File: src/sv/bhte_pkg.sv
package bhte_pkg;

    localparam int NUM_BINS_DEF      = 1024;
    localparam int SLOTS_PER_BIN_DEF = 4;

    localparam logic [63:0] MM_C1 = 64'h87c37b91114253d5;
    localparam logic [63:0] MM_C2 = 64'h4cf5ad432745937f;
    localparam logic [63:0] FM_C1 = 64'hff51afd7ed558ccd;
    localparam logic [63:0] FM_C2 = 64'hc4ceb9fe1a85ec53;

    localparam logic [2:0] FUNC_QUERY  = 3'd0;
    localparam logic [2:0] FUNC_DELETE = 3'd1;
    localparam logic [2:0] FUNC_UPSERT = 3'd2;
    localparam logic [2:0] FUNC_INSERT = 3'd3;
    localparam logic [2:0] FUNC_UPDATE = 3'd4;

    localparam logic [2:0] ST_OK      = 3'd0;
    localparam logic [2:0] ST_MISS    = 3'd1;
    localparam logic [2:0] ST_EXISTS  = 3'd2;
    localparam logic [2:0] ST_FULL    = 3'd3;
    localparam logic [2:0] ST_BADKEY  = 3'd4;

    // multiplier step codes
    typedef enum logic [2:0] {
        MOP_K1,
        MOP_K2,
        MOP_A1,
        MOP_A2,
        MOP_B1,
        MOP_B2
    } mop_t;

    typedef enum logic [3:0] {
        S_CLEAR,
        S_IDLE,
        S_MUL,
        S_MULW,
        S_FIN,
        S_RD,
        S_SCAN,
        S_DONE,
        S_OUT
    } state_t;

    typedef struct packed {
        logic load;
        logic mul_go;
        mop_t mop;
        logic fin;
        logic rd_go;
        logic scan;
        logic decide;
        logic clr;
    } cmd_t;

    typedef struct packed {
        logic mul_done;
        logic scan_last;
        logic clr_last;
        logic zero_key;
    } sts_t;

endpackage

File: src/sv/bhte_ctrl.sv
module bhte_ctrl
(
    input  logic            clk,
    input  logic            rst_n,
    input  logic            in_valid,
    output logic            in_stall,
    output logic            out_valid,
    input  logic            out_stall,
    input  bhte_pkg::sts_t  sts,
    output bhte_pkg::cmd_t  cmd,
    output logic            busy
);

    bhte_pkg::state_t state_reg, state_next;
    bhte_pkg::mop_t   mop_reg, mop_next;

    always_ff @(posedge clk or negedge rst_n)
    begin
        if (!rst_n)
        begin
            state_reg <= bhte_pkg::S_CLEAR;
            mop_reg   <= bhte_pkg::MOP_K1;
        end
        else
        begin
            state_reg <= state_next;
            mop_reg   <= mop_next;
        end
    end

    always_comb
    begin
        state_next = state_reg;
        mop_next   = mop_reg;
        cmd        = '0;
        cmd.mop    = mop_reg;
        in_stall   = 1'b1;
        out_valid  = 1'b0;
        busy       = 1'b1;
        case (state_reg)
            bhte_pkg::S_CLEAR:
            begin
                cmd.clr = 1'b1;
                if (sts.clr_last)
                    state_next = bhte_pkg::S_IDLE;
            end
            bhte_pkg::S_IDLE:
            begin
                busy     = 1'b0;
                in_stall = 1'b0;
                if (in_valid)
                begin
                    cmd.load   = 1'b1;
                    mop_next   = bhte_pkg::MOP_K1;
                    state_next = bhte_pkg::S_MUL;
                end
            end
            bhte_pkg::S_MUL:
            begin
                if (sts.zero_key)
                    state_next = bhte_pkg::S_DONE;
                else
                begin
                    cmd.mul_go = 1'b1;
                    state_next = bhte_pkg::S_MULW;
                end
            end
            bhte_pkg::S_MULW:
            begin
                if (sts.mul_done)
                begin
                    case (mop_reg)
                        bhte_pkg::MOP_K1: begin mop_next = bhte_pkg::MOP_K2;
                            state_next = bhte_pkg::S_MUL; end
                        bhte_pkg::MOP_K2: begin mop_next = bhte_pkg::MOP_A1;
                            state_next = bhte_pkg::S_MUL; end
                        bhte_pkg::MOP_A1: begin mop_next = bhte_pkg::MOP_A2;
                            state_next = bhte_pkg::S_MUL; end
                        bhte_pkg::MOP_A2: begin mop_next = bhte_pkg::MOP_B1;
                            state_next = bhte_pkg::S_MUL; end
                        bhte_pkg::MOP_B1: begin mop_next = bhte_pkg::MOP_B2;
                            state_next = bhte_pkg::S_MUL; end
                        default: state_next = bhte_pkg::S_FIN;
                    endcase
                end
            end
            bhte_pkg::S_FIN:
            begin
                cmd.fin    = 1'b1;
                state_next = bhte_pkg::S_RD;
            end
            bhte_pkg::S_RD:
            begin
                cmd.rd_go  = 1'b1;
                state_next = bhte_pkg::S_SCAN;
            end
            bhte_pkg::S_SCAN:
            begin
                cmd.scan = 1'b1;
                if (sts.scan_last)
                    state_next = bhte_pkg::S_DONE;
            end
            bhte_pkg::S_DONE:
            begin
                cmd.decide = 1'b1;
                state_next = bhte_pkg::S_OUT;
            end
            bhte_pkg::S_OUT:
            begin
                out_valid = 1'b1;
                if (!out_stall)
                    state_next = bhte_pkg::S_IDLE;
            end
            default: state_next = bhte_pkg::S_IDLE;
        endcase
    end

endmodule

File: config.mk
export PLATFORM = sky130hd
export DESIGN_NAME = bhte_ctrl
export DESIGN_NICKNAME = d
export VERILOG_FILES = /design/src/sv/bhte_pkg.sv /design/src/sv/bhte_ctrl.sv
export SDC_FILE = /design/constraint.sdc
export NUM_CORES = 1
export LEC_CHECK = 0
export BUFFER_PORTS_ARGS = -buffer_cell sky130_fd_sc_hd__buf_4
export CAP_MARGIN = 0
export CORE_AREA = 2 2 39 41
export CTS_BUF_LIST = sky130_fd_sc_hd__clkbuf_4
export DETAILED_ROUTE_END_ITERATION = 7
export DIE_AREA = 0 0 41 43
export HOLD_SLACK_MARGIN = 0.12
export PLACE_DENSITY = 0.73
export SLEW_MARGIN = 5
export SYNTH_ARGS = -nofsm -noshare
export SYNTH_HDL_FRONTEND = slang
export SYNTH_SLANG_ARGS = --single-unit
File: constraint.sdc
create_clock -name clk -period 1.6 [get_ports clk]
set_clock_uncertainty 0.1 [all_clocks]
set_input_delay 0.16 -clock clk [delete_from_list [all_inputs] [get_ports clk]]
set_output_delay 0.16 -clock clk [all_outputs]
set_load 0.02 [all_outputs]
After elaboration in Yosys (flattened, before gate mapping)
Index checks and enable logic that the tools add are counted.

word-level totals
  output and inout port bits = 13
  input port bits = 8
  register bits after elaboration = 7
  word-level logic and storage cells = 49

operators by class
  mux-type cells = 23
  reductions and logical operators = 6
  equality and inequality tests = 18

operators by type and width
  kind                                            number
  case mux 4 bit (9 select lines)                 1
  2-to-1 mux 4 bit                                5
  == test 4 x 3 -> 1 bit (second input constant)  4
  case mux 3 bit (5 select lines)                 1
  2-to-1 mux 3 bit                                4
  2-to-1 mux 1 bit                                11
  inequality test 2 bit (second input constant)   5
  == test 4 x 2 -> 1 bit (second input constant)  2
  == test 3 x 2 -> 1 bit (second input constant)  2
  inequality test 6 bit (second input constant)   1
  case mux 3 bit (2 select lines)                 1
  AND reduction 5 bit                             1
  OR reduction 5 bit                              1
  == test 4 x 1 -> 1 bit (second input constant)  1
  == test 4 bit (second input constant)           1
  logical NOT 4 bit                               1
  AND reduction 4 bit                             1
  == test 3 x 1 -> 1 bit (second input constant)  1
  == test 3 bit (second input constant)           1
  logical NOT 3 bit                               1
  nonzero test 2 bit                              1

Logic depth before layout (Yosys ltp)
Gate-level depths: netlist of the first run.

  depth in word-level cells = 5
  gate-level depth with buffers = 4
  gate-level depth less buffers = 3

Least setup slack after synthesis of the first run
OpenSTA, ideal clock, no wires.

  path type = register -> register
  start = register state_reg[0]
  end = register state_reg[0]
  data arrival time = 1,524 ps
  stages on the path, launching flop included = 4
  path slack = -150 ps
  data required time = 1,374 ps
  library setup time = 126 ps
  clock period less this slack = 1,750 ps
  cells stage by stage = dfrtp_1 -> nor4b_1 -> nand2_1 -> o311a_1

on the way
  word-level cells in the longest chain between the ends = 3
  elaborated cells between the ends (all ways) = 16
  those cells by class = eq/ne (13); mux (1); reduce/logical (2)

RTL lines
  item                                                  RTL line         source
  start, declared                                       bhte_ctrl.sv:14  bhte_pkg::state_t state_reg, state_next;
  start signal, assigned                                bhte_ctrl.sv:21  state_reg <= bhte_pkg::S_CLEAR;
  start signal, assigned                                bhte_ctrl.sv:26  state_reg <= state_next;
  == test 4 x 3 -> 1 bit, or another cell as far along  bhte_ctrl.sv:40  case (state_reg)
  inequality test 2 bit (no source line)                --
  AND reduction 5 bit (no source line)                  --

Several ways; a longest one is shown, not always the timed one.
A chain may end at the register's enable or synchronous reset.

==> metrics.md, run 1 <==
| Metric | Value |
|---|---|
| RSZ-0062 raised after global routing | false |
| Yosys top cell by area | dfrtp_1 |
| CTS sink cnt | 7 |
| Average size of a mapped cell | 8.520 um^2 |
| Top-count cell post-synth | dfrtp_1 |
| # port buffers | 20 |
| Vias after detailed routing | 601 |
| Critical-path top delay cell | dfrtp_2 |
| Largest family of logic cells by synthesized area | simple AND/OR/NAND/NOR gates |
| Worst path max stage delay | 0.50 ns |
| Number of instances in the placed design | 95 |
| Synth Area in Compound Gates | 25.17% |
| Post-Synth Adder-Cell Area | 0% |
| FP Rows | 14 |
| Die area | 0.001763 mm^2 |
| DP Area | 688.2 um^2 |
| Total power draw | 1.526 mW |
| Status | completed |
| WL final | 1543 um |
| Via density | 5.565 |
| Static leakage | 0.3743 nW |
| Final Cycle Share | 96.21% |
| Core Area | 0.001384 mm^2 |
| Design area | 828.3 um^2 |
| Worst-Margin Slew | 0.2585 ns |
| Non-Filler Instances | 108 |
| Clock Pin Slew Worst Setup and Hold Paths | 0.05 ns |
| Initial DRC Count | 15 |
| Required time worst endpoint | 1.34 ns |
| Slew Limit Fails | 0 |
| Min-Delay Path Class | input port to asynchronous set/reset pin |
| Synthesized area | 536.8 um^2 |
| Sequential area share after synthesis | 32.63% |
| Max Cap Viol | 0 |
| Max-slew headroom | 82.58% |
| Worst EP arrival | 1.28 ns |
| Number of warning messages in the yosys log | 0 |
| First-pass GRT wire length | 2049 um |
| Worst reg-to-reg setup slack | 0.07 ns |
| Worst-Skew Late Latency | 0.25 ns |
| Sequential cell area | 180.2 um^2 |
| Chip height | 43 um |
| Initial Utilization | 38.79% |
| CP max FO | 11 |
| Final setup fails | 0 |
| Cells after Synth | 63 |
| Final Hold Fails | 0 |
| CTS Root Cell | clkbuf_4 |
| Final Wtd Congestion | 0.7678 |
| DP HPWL | 948.7 um |
| Multiplexer area fraction after synthesis | 2.098% |
| R2r worst-path depth | 4 |
| Pin count of the biggest net entering global routing | 16 |
| Post-route ant nets | 0 |
| Layout cells sized above 1 | 48.91% |
| Multi-input logic area | 351.6 um^2 |
| Post-synth ARST share | 100.0% |
| DR WL/cell | 14.29 um |
| Ant. Diodes | 0 |
| Remaining Overflow, GRT | 0 |
| CTS tree | done |
| Post-Synth Simple-Gate Area | 31.24% |
| Final nets | 101 |
| FF+latch count, synth | 7 |
| Max Freq | 649.6 MHz |
| Yosys top cell area share | 32.63% |
| Critical path endpoint category | output port |
| Area growth syn-to-layout | 54.31% |
| CTS H-tree lvls | 1 |
| DRC errors left | 0 |
| Top_reg_cell synth | dfrtp_1 |
| Cells along the critical path | nor2_2 > and3_1 > buf_4 |
| Post-synthesis xor/xnor area fraction | 0% |
| Top post-synthesis cells by area | dfrtp_1 33%, buf_4 4.2%, nor2_1 3.5%, nor2b_1 3.5%, a31o_1 3.3% |
| Initial antenna violation count | 0 |
| Power per Cell Area | 1843 mW/mm^2 |
| Critical path class | flop to output port |
| Fillers | 126 |
| IO Pins | 21 |
| Cell variety after synth | 34 |
| Setup TNS | 0 ns |
| Syn nets | 71 |
| CTS buffer count | 3 |
| First-pass DRT Iterations | 4 |
| CTS Buffer Depth | 2 |
| Vias in the first global route | 499 |
| Number of synthesized flops with an enable pin | 0 |
| CP startpoint kind | flop |
| Largest register FFs | 4 |
| Commonest cells post-synth | 7 x dfrtp_1, 5 x nor2_1, 4 x inv_1, 4 x nand2_1 |
| Fin crit period | 1.539 ns |
| Die W | 41 um |
| VDD IR max | 0.9139 mV |
| GRT Total Usage | 17.11% |
==> power breakdown <==
group | switching, mW | leakage, nW | internal [mW] | total (mW)
Sequential | 0.149 | 0.0853 | 0.248 | 0.397
Combinational | 0.485 | 0.271 | 0.469 | 0.954
Clock | 0.0627 | 0.0184 | 0.112 | 0.175
Total | 0.697 | 0.374 | 0.829 | 1.53
==> cell usage in the layout (no fill, tap or decap), types with 2 or more instances in the layout <==
cell type | netlist | layout
nor2b_1 | 3 | 3
o2bb2ai_1 | 2 | 2
dfrtp_2 | 0 | 4
dfrtp_1 | 7 | 3
nor3_1 | 3 | 3
nand2_1 | 4 | 4
o21ai_0 | 3 | 3
buf_4 | 3 | 26
nor2_1 | 5 | 4
inv_1 | 4 | 3
a31o_1 | 2 | 2
dlygate4sd3_1 | 0 | 2
or3b_1 | 2 | 2
clkbuf_4 | 0 | 4
==> stage by stage <==
step	hold slack, ns	worst slack, ns	util (%)
after floorplan	-0.2356	0.02018	-
after global placement	-0.1267	0.1412	49.73
after detailed placement	-0.1266	0.1341	49.73
after CTS	0.1559	0.02579	54.43
after global routing	0.1661	0.008465	59.86
final	0.1699	0.06060	59.86
==> cell families after synthesis <==
| family | count (synthesis) |
|---|---|
| DFF | 7 |
| muxes | 1 |
| buffers and inverters | 9 |
| and+or+nand+nor | 28 |
| AOI/OAI and AO/OA | 18 |
==> worst max-delay path: cells and delay by family, from the launching register on <==
kind	cells	cell delay, ns
flops	1	0.50
simple gates	2	0.38
buf+inv	1	0.15
==> worst paths after layout <==
path                                                from                       end
worst max-delay path            state_reg[2]$_DFFE_PN0P_                    cmd[9]
min in group clk                                in_valid    mop_reg[2]$_DFFE_PN0P_
worst min-delay path                               rst_n  state_reg[1]$_DFFE_PN0P_
worst min register to register    mop_reg[0]$_DFFE_PN0P_    mop_reg[0]$_DFFE_PN0P_
max in group asynchronous                          rst_n  state_reg[0]$_DFFE_PN0P_
worst max register to register  state_reg[0]$_DFFE_PN0P_  state_reg[1]$_DFFE_PN0P_
==> layout make-up <==
cell class / count / area share, %
multi-input cells: 47 / 42.45
inverters: 4 / 1.813
well taps: 16 / 2.417
flip-flops and latches: 7 / 21.75
repair buffers: 30 / 27.95
clock buffers: 4 / 3.625
==> routing by layer <==
layer,vias up,track usage (%),routed length (um)
li1,295,-,-
met1,284,21.12,683
met2,22,27.19,782
met3,0,6.283,77
met4,0,4.000,0
met5,-,0,0
==> what timing repair did <==
item,in CTS,in global routing
endpoints found under the hold margin,9,0
setup endpoints to repair,8,5
gates resized for setup,5,6
buffers inserted,1,6
pin swaps,0,0
hold buffers,2,0
(Power assumes the default switching activity.)
==> inputs of run 2 (changes only) <==
--- a/config.mk
+++ b/config.mk
@@ -5,14 +5,15 @@
 export SDC_FILE = /design/constraint.sdc
 export NUM_CORES = 1
 export LEC_CHECK = 0
-export BUFFER_PORTS_ARGS = -buffer_cell sky130_fd_sc_hd__buf_4
 export CAP_MARGIN = 0
 export CORE_AREA = 2 2 39 41
 export CTS_BUF_LIST = sky130_fd_sc_hd__clkbuf_4
 export DETAILED_ROUTE_END_ITERATION = 7
 export DIE_AREA = 0 0 41 43
+export DONT_BUFFER_PORTS = 1
 export HOLD_SLACK_MARGIN = 0.12
-export PLACE_DENSITY = 0.73
+export PLACE_DENSITY = 0.6
+export REMOVE_ABC_BUFFERS = 1
 export SLEW_MARGIN = 5
 export SYNTH_ARGS = -nofsm -noshare
 export SYNTH_HDL_FRONTEND = slang
==> run 2 against run 1 <==
  * First-iteration DRC count down 33%
  * Core utilization up 0.63 points
  * Wire length up 3.4%
  * Non-clock buffer count unchanged
  * Final cell count unchanged
  * Worst setup slack worse by 0.049 ns
  * Power up 7.0%
  * Worst hold slack worse by 0.029 ns
  * Via count down 0.67%
  * Sequential cell count unchanged
  * Critical path type unchanged
  * Critical endpoint is now out_valid
  * Largest power group unchanged
  * Highest routed layer unchanged
==> metrics.md, run 2 (synthesis gave the netlist of run 1 again) <==
| Metric | Value |
|---|---|
| Min-Delay Path Class | input port to asynchronous set/reset pin (unchanged) |
| Most frequent CP cell | buf_4 |
| CP startpoint | state_reg[0]$_DFFE_PN0P_ (was state_reg[2]$_DFFE_PN0P_) |
| CTS Root Cell | clkbuf_4 (unchanged) |
| Initial Utilization | 38.79% (unchanged) |
| Worst-Margin Slew | 0.4065 ns (was 0.2585 ns) |
| Critical-path top delay cell | dfrtp_2 (unchanged) |
| Worst path max stage delay | 0.43 ns (was 0.50 ns) |
| Initial antenna violation count | 0 (unchanged) |
| GRT Total Usage | 18.20% (was 17.11%) |
| CTS Buffer Depth | 2 (unchanged) |
| Critical path class | flop to output port (unchanged) |
| First-pass GRT wire length | 2263 um (was 2049 um) |
| Switching power | 0.7308 mW (was 0.6970 mW) |
| Chip height | 43 um (unchanged) |
| Final Wtd Congestion | 0.7941 (was 0.7678) |
| Critical path endpoint category | output port (unchanged) |
| Cells along the critical path | buf_4 > nor4b_4 > buf_4 (was nor2_2 > and3_1 > buf_4) |
| Worst-Skew Late Latency | 0.25 ns (about the same) |
| Vias in the first global route | 521 (was 499) |
| DP HPWL | 908.6 um (was 948.7 um) |
| Slew Limit Fails | 0 (unchanged) |
| CP max FO | 3 (was 11) |
| Post-route ant nets | 0 (unchanged) |
| Switch share | 44.73% (was 45.66%) |
| Total power draw | 1.634 mW (was 1.526 mW) |
| Setup TNS | 0 ns (unchanged) |
| Initial DRC Count | 10 (was 15) |
| DRC errors left | 0 (unchanged) |
| CP delay by family, top | flip-flops (unchanged) |
| Pin count of the biggest net entering global routing | 16 (unchanged) |
| RSZ-0062 raised after global routing | true (was false) |
| Final hold slack | 0.1406 ns (was 0.1699 ns) |
| Required time worst endpoint | 1.34 ns (about the same) |
| Clock Pin Slew Worst Setup and Hold Paths | 0.05 ns (about the same) |
| Remaining Overflow, GRT | 0 (unchanged) |
| Sum of buffers and inverters on the critical path | 2 (was 1) |
| Final Hold Fails | 0 (unchanged) |
| Static leakage | 0.3777 nW (was 0.3743 nW) |
| Max Freq | 629.4 MHz (was 649.6 MHz) |
| IO Pins | 21 (unchanged) |
| WL final | 1596 um (was 1543 um) |
| Vias after detailed routing | 597 (was 601) |
| VDD IR max | 0.8384 mV (was 0.9139 mV) |
| Status | completed (unchanged) |
| Worst EP arrival | 1.33 ns (was 1.28 ns) |
| Number of instances in the placed design | 85 (was 95) |
| Most common cell after layout, fill and taps aside | buf_4 (unchanged) |
| CP startpoint kind | flop (unchanged) |
| Power per Cell Area | 1952 mW/mm^2 (was 1843 mW/mm^2) |
| Non-Filler Instances | 108 (unchanged) |
| Final Cycle Share | 99.30% (was 96.21%) |
| Max Cap Viol | 0 (unchanged) |
| DR WL/cell | 14.78 um (was 14.29 um) |
| Ant. Diodes | 0 (unchanged) |
| Layout cells sized above 1 | 47.83% (was 48.91%) |
| Final WS setup | 0.01121 ns (was 0.06060 ns) |
| Core Area | 0.001384 mm^2 (unchanged) |
| Most frequent cells in the layout | 24 x buf_4, 4 x nor2_1, 4 x clkbuf_4, 4 x dlygate4sd3_1, 4 x dfrtp_2 (was 26 x buf_4, 4 x nand2_1, 4 x nor2_1, 4 x clkbuf_4, 4 x dfrtp_2) |
| Fin crit period | 1.589 ns (was 1.539 ns) |
| Gate power share | 68.5% (was 62.5%) |
| Final setup fails | 0 (unchanged) |
| # port buffers | 0 (was 20) |
| Worst slack, placed | 0.1383 ns (was 0.1341 ns) |
| FP Rows | 14 (unchanged) |
| Worst r2r src | state_reg[2]$_DFFE_PN0P_ (was state_reg[0]$_DFFE_PN0P_) |
| Final nets | 101 (unchanged) |
| CTS H-tree lvls | 1 (unchanged) |
| CTS sink cnt | 7 (unchanged) |
| CTS buffer count | 3 (unchanged) |
| Pint | 0.9031 mW (was 0.8294 mW) |
| Sequential power share | 20.8% (was 26.0%) |
| Area growth syn-to-layout | 55.94% (was 54.31%) |
| CTS tree | done (unchanged) |
| Largest register FFs | 4 (unchanged) |
| Die W | 41 um (unchanged) |
| First-pass DRT Iterations | 4 (unchanged) |
| Max-slew headroom | 72.80% (was 82.58%) |
| Clock share of power | 10.7% (was 11.4%) |
| Die area | 0.001763 mm^2 (unchanged) |
| Via density | 5.528 (was 5.565) |
run 2: through the flow:
step	cell area (um^2)	util, %
2_1_floorplan	504.2	-
3_3_place_gp	606.8	43.85
3_5_place_dp	606.8	43.85
4_1_cts	700.7	50.63
5_1_grt	837.1	60.49
6_report	837.1	60.49
run 2: what timing repair did:
item,4_1_cts,5_1_grt
gates resized for setup,6,9
endpoints found under the setup margin,8,10
endpoints found under the hold margin,11,0
pin swaps,0,2
hold buffers,4,0
buffers inserted,1,14
run 2: per-layer routing:
| metal | GRT usage (%) | vias up | share of wire (%) |
|---|---|---|---|
| met4 | 6.000 | 0 | 0 |
| li1 | - | 296 | - |
| met3 | 3.665 | 0 | 2.7 |
| met1 | 25.99 | 290 | 45 |
| met2 | 26.56 | 11 | 52 |
| met5 | 0 | - | 0 |
run 2: final cells by class:
class	instances	area [um^2]
Tap cell	16	20.02
Sequential cell	7	180.2
Multi-Input combinational cell	47	352.8
Inverter	4	17.52
Clock buffer	4	30.03
Fill cell	110	546.8
Timing Repair Buffer	30	236.5
run 2: power groups by stage:
stage | sequential, mW | clock [mW] | combinational [mW]
final | 0.340 | 0.175 | 1.12
after global routing | 0.350 | 0.189 | 1.21
after CTS | 0.362 | 0.179 | 0.789
after detailed placement | 0.373 | 0 | 0.721
after global placement | 0.373 | 0 | 0.724
after floorplan | 0.391 | 0 | 0.480
run 2: path summary, 6_finish.rpt:
kind,end,slack (ns),depth (start not counted)
max in group asynchronous,state_reg[1]$_DFFE_PN0P_,0.99,1
min in group clk,state_reg[1]$_DFFE_PN0P_,0.19,3
max reg2reg,state_reg[1]$_DFFE_PN0P_,0.03,4
min reg2reg,mop_reg[0]$_DFFE_PN0P_,0.56,2
max,out_valid,0.01,3
min,state_reg[3]$_DFFE_PN0P_,0.14,1
==> inputs of run 3 (changes only) <==
==> constraint.sdc (replaced) <==
create_clock -name clk -period 1.7 [get_ports clk]
set_clock_uncertainty 0.1 [all_clocks]
set_input_delay 0.17 -clock clk [delete_from_list [all_inputs] [get_ports clk]]
set_output_delay 0.17 -clock clk [all_outputs]
set_load 0.02 [all_outputs]
==> run 3 against run 2 <==
  * Clock power is 5% lower
  * Register-to-register slack better by 0.22 ns
  * First-iteration DRC count shrank 20%
  * Combinational power shrank 46%
  * Worst hold slack gained 0.0055 ns
  * Clock-buffer cell count did not move
  * Wire length decreased by 20%
  * Critical path type unchanged
  * Largest power group unchanged
==> metrics.md, run 3 (synthesis gave the netlist of run 1 again) <==
| Metric | Value |
|---|---|
| WL final | 1278 um (was 1596 um) |
| Post-route ant nets | 0 (unchanged) |
| R2r worst-path depth | 3 (was 4) |
| DR WL/cell | 14.52 um (was 14.78 um) |
| Die W | 41 um (unchanged) |
| Die area | 0.001763 mm^2 (unchanged) |
| Chip height | 43 um (unchanged) |
| Final Hold Fails | 0 (unchanged) |
| Worst-Skew Late Latency | 0.25 ns (about the same) |
| Reg-to-reg endpoint | state_reg[1]$_DFFE_PN0P_ (unchanged) |
| Critical path endpoint category | output port (unchanged) |
| Most common cell after layout, fill and taps aside | buf_4 (unchanged) |
| Vias after detailed routing | 530 (was 597) |
| Via density | 6.023 (was 5.528) |
| # port buffers | 0 (unchanged) |
| Worst EP arrival | 1.32 ns (was 1.33 ns) |
| Pin count of the biggest net entering global routing | 16 (unchanged) |
| CP startpoint | state_reg[1]$_DFFE_PN0P_ (was state_reg[0]$_DFFE_PN0P_) |
| Setup TNS | 0 ns (unchanged) |
| CTS Root Cell | clkbuf_4 (unchanged) |
| Max Freq | 627.5 MHz |
| Max-slew headroom | 73.80% (was 72.80%) |
| DRC errors left | 0 (unchanged) |
| Number of instances in the placed design | 81 (was 85) |
| Most frequent cells in the layout | 7 x buf_4, 5 x nor2_1 (was 24 x buf_4, 4 x nor2_1, 4 x clkbuf_4, 4 x dlygate4sd3_1, 4 x dfrtp_2) |
| Worst reg-to-reg setup slack | 0.25 ns (was 0.03 ns) |
| Area growth syn-to-layout | 20.75% (was 55.94%) |
| First-pass GRT wire length | 2056 um (was 2263 um) |
| Remaining Overflow, GRT | 0 (unchanged) |
| RSZ-0062 raised after global routing | false (was true) |
| Power per Cell Area | 1815 mW/mm^2 (was 1952 mW/mm^2) |
| CP max FO | 8 (was 3) |
| Worst r2r src | mop_reg[0]$_DFFE_PN0P_ (was state_reg[2]$_DFFE_PN0P_) |
| Post-CTS setup buffers | 0 (was 1) |
| Final setup fails | 0 (unchanged) |
| Core Util, Final | 46.84% (was 60.49%) |
| VDD IR max | 0.8437 mV (was 0.8384 mV) |
| CTS buffer count | 3 (unchanged) |
| CTS tree | done (unchanged) |
| CP startpoint kind | flop (unchanged) |
| Min-Delay Path Class | input port to asynchronous set/reset pin (unchanged) |
| Layout cells sized above 1 | 26.39% (was 47.83%) |
| Critical path class | flop to output port (unchanged) |
| First-pass DRT Iterations | 4 (unchanged) |
| Largest register FFs | 4 (unchanged) |
| Ant. Diodes | 0 (unchanged) |
| Final Wtd Congestion | 0.7561 (was 0.7941) |
| CTS Buffer Depth | 2 (unchanged) |
| Status | completed (unchanged) |
| Worst-Margin Slew | 0.3915 ns (was 0.4065 ns) |
| Final nets | 81 (was 101) |
| CTS H-tree lvls | 1 (unchanged) |
| DP HPWL | 950.6 um (was 908.6 um) |
| Static leakage | 0.2699 nW (was 0.3777 nW) |
| Total power draw | 1.176 mW (was 1.634 mW) |
| Initial Utilization | 38.79% (unchanged) |
| Max Cap Viol | 0 (unchanged) |
| Vias in the first global route | 480 (was 521) |
| GRT Total Usage | 17.36% (was 18.20%) |
| Initial antenna violation count | 0 (unchanged) |
| Non-Filler Instances | 88 (was 108) |
| Clock Pin Slew Worst Setup and Hold Paths | 0.05 ns (about the same) |
| FP Rows | 14 (unchanged) |
| Final Cycle Share | 93.74% |
| Required time worst endpoint | 1.43 ns (was 1.34 ns) |
| Fin crit period | 1.594 ns |
| IO Pins | 21 (unchanged) |
| CTS sink cnt | 7 (unchanged) |
| Slew Limit Fails | 0 (unchanged) |
| Initial DRC Count | 8 (was 10) |
| Core Area | 0.001384 mm^2 (unchanged) |
-- run 3: worst max-delay path by stage --
stage	endpoint	slack, ns	depth (start not counted)
2_1_floorplan	state_reg[0]$_DFFE_PN0P_	-0.16	3
3_3_place_gp	state_reg[1]$_DFFE_PN0P_	0.25	3
3_5_place_dp	state_reg[1]$_DFFE_PN0P_	0.22	3
4_1_cts	out_valid	-0.01	2
5_1_grt	cmd[9]	0.003	2
6_report	cmd[0]	0.11	3
-- run 3: where the power goes --
part           internal [mW]  leakage [nW]  switching (mW)
combinational          0.269         0.166           0.338
sequential             0.233        0.0853           0.170
clock                  0.106        0.0184          0.0617
-- run 3: per-stage QoR --
step / worst slack, ns / instance area [um^2] / hold slack (ns)
after floorplan: -0.1583 / 504.2 / -0.2256
after global placement: 0.2549 / 576.8 / -0.2254
after detailed placement: 0.2239 / 576.8 / -0.2254
after CTS: -0.01459 / 636.9 / 0.1471
after global routing: 0.002889 / 648.1 / 0.1473
final: 0.1064 / 648.1 / 0.1462
-- run 3: routing by layer --
| metal | routed length [um] | vias to the layer above | GRT usage (%) |
|---|---|---|---|
| met1 | 581 | 253 | 24.33 |
| met2 | 580 | 24 | 22.50 |
| met5 | 0 | - | 0 |
| li1 | - | 251 | - |
| met4 | 17 | 0 | 4.667 |
| met3 | 98 | 2 | 9.948 |
-- run 3: final cells by class --
cell class	instances	area [um^2]
inverters	4	15.01
multi-input cells	47	320.3
repair buffers	10	82.58
clock buffers	4	30.03
flip-flops and latches	7	180.2
fillers	126	735.7
well taps	16	20.02
-- run 3: timing repair --
action,in CTS,in global routing
cloned,0,0
resized for setup,0,5
hold buffers,3,0
hold endpoints to repair,10,0
endpoints found under the setup margin,1,9
-- run 3: critical path, stage by stage, from the launching register on --
cell and delay [ns]:
dfrtp_2 0.45, buf_4 0.18, nor4_1 0.26, buf_4 0.19
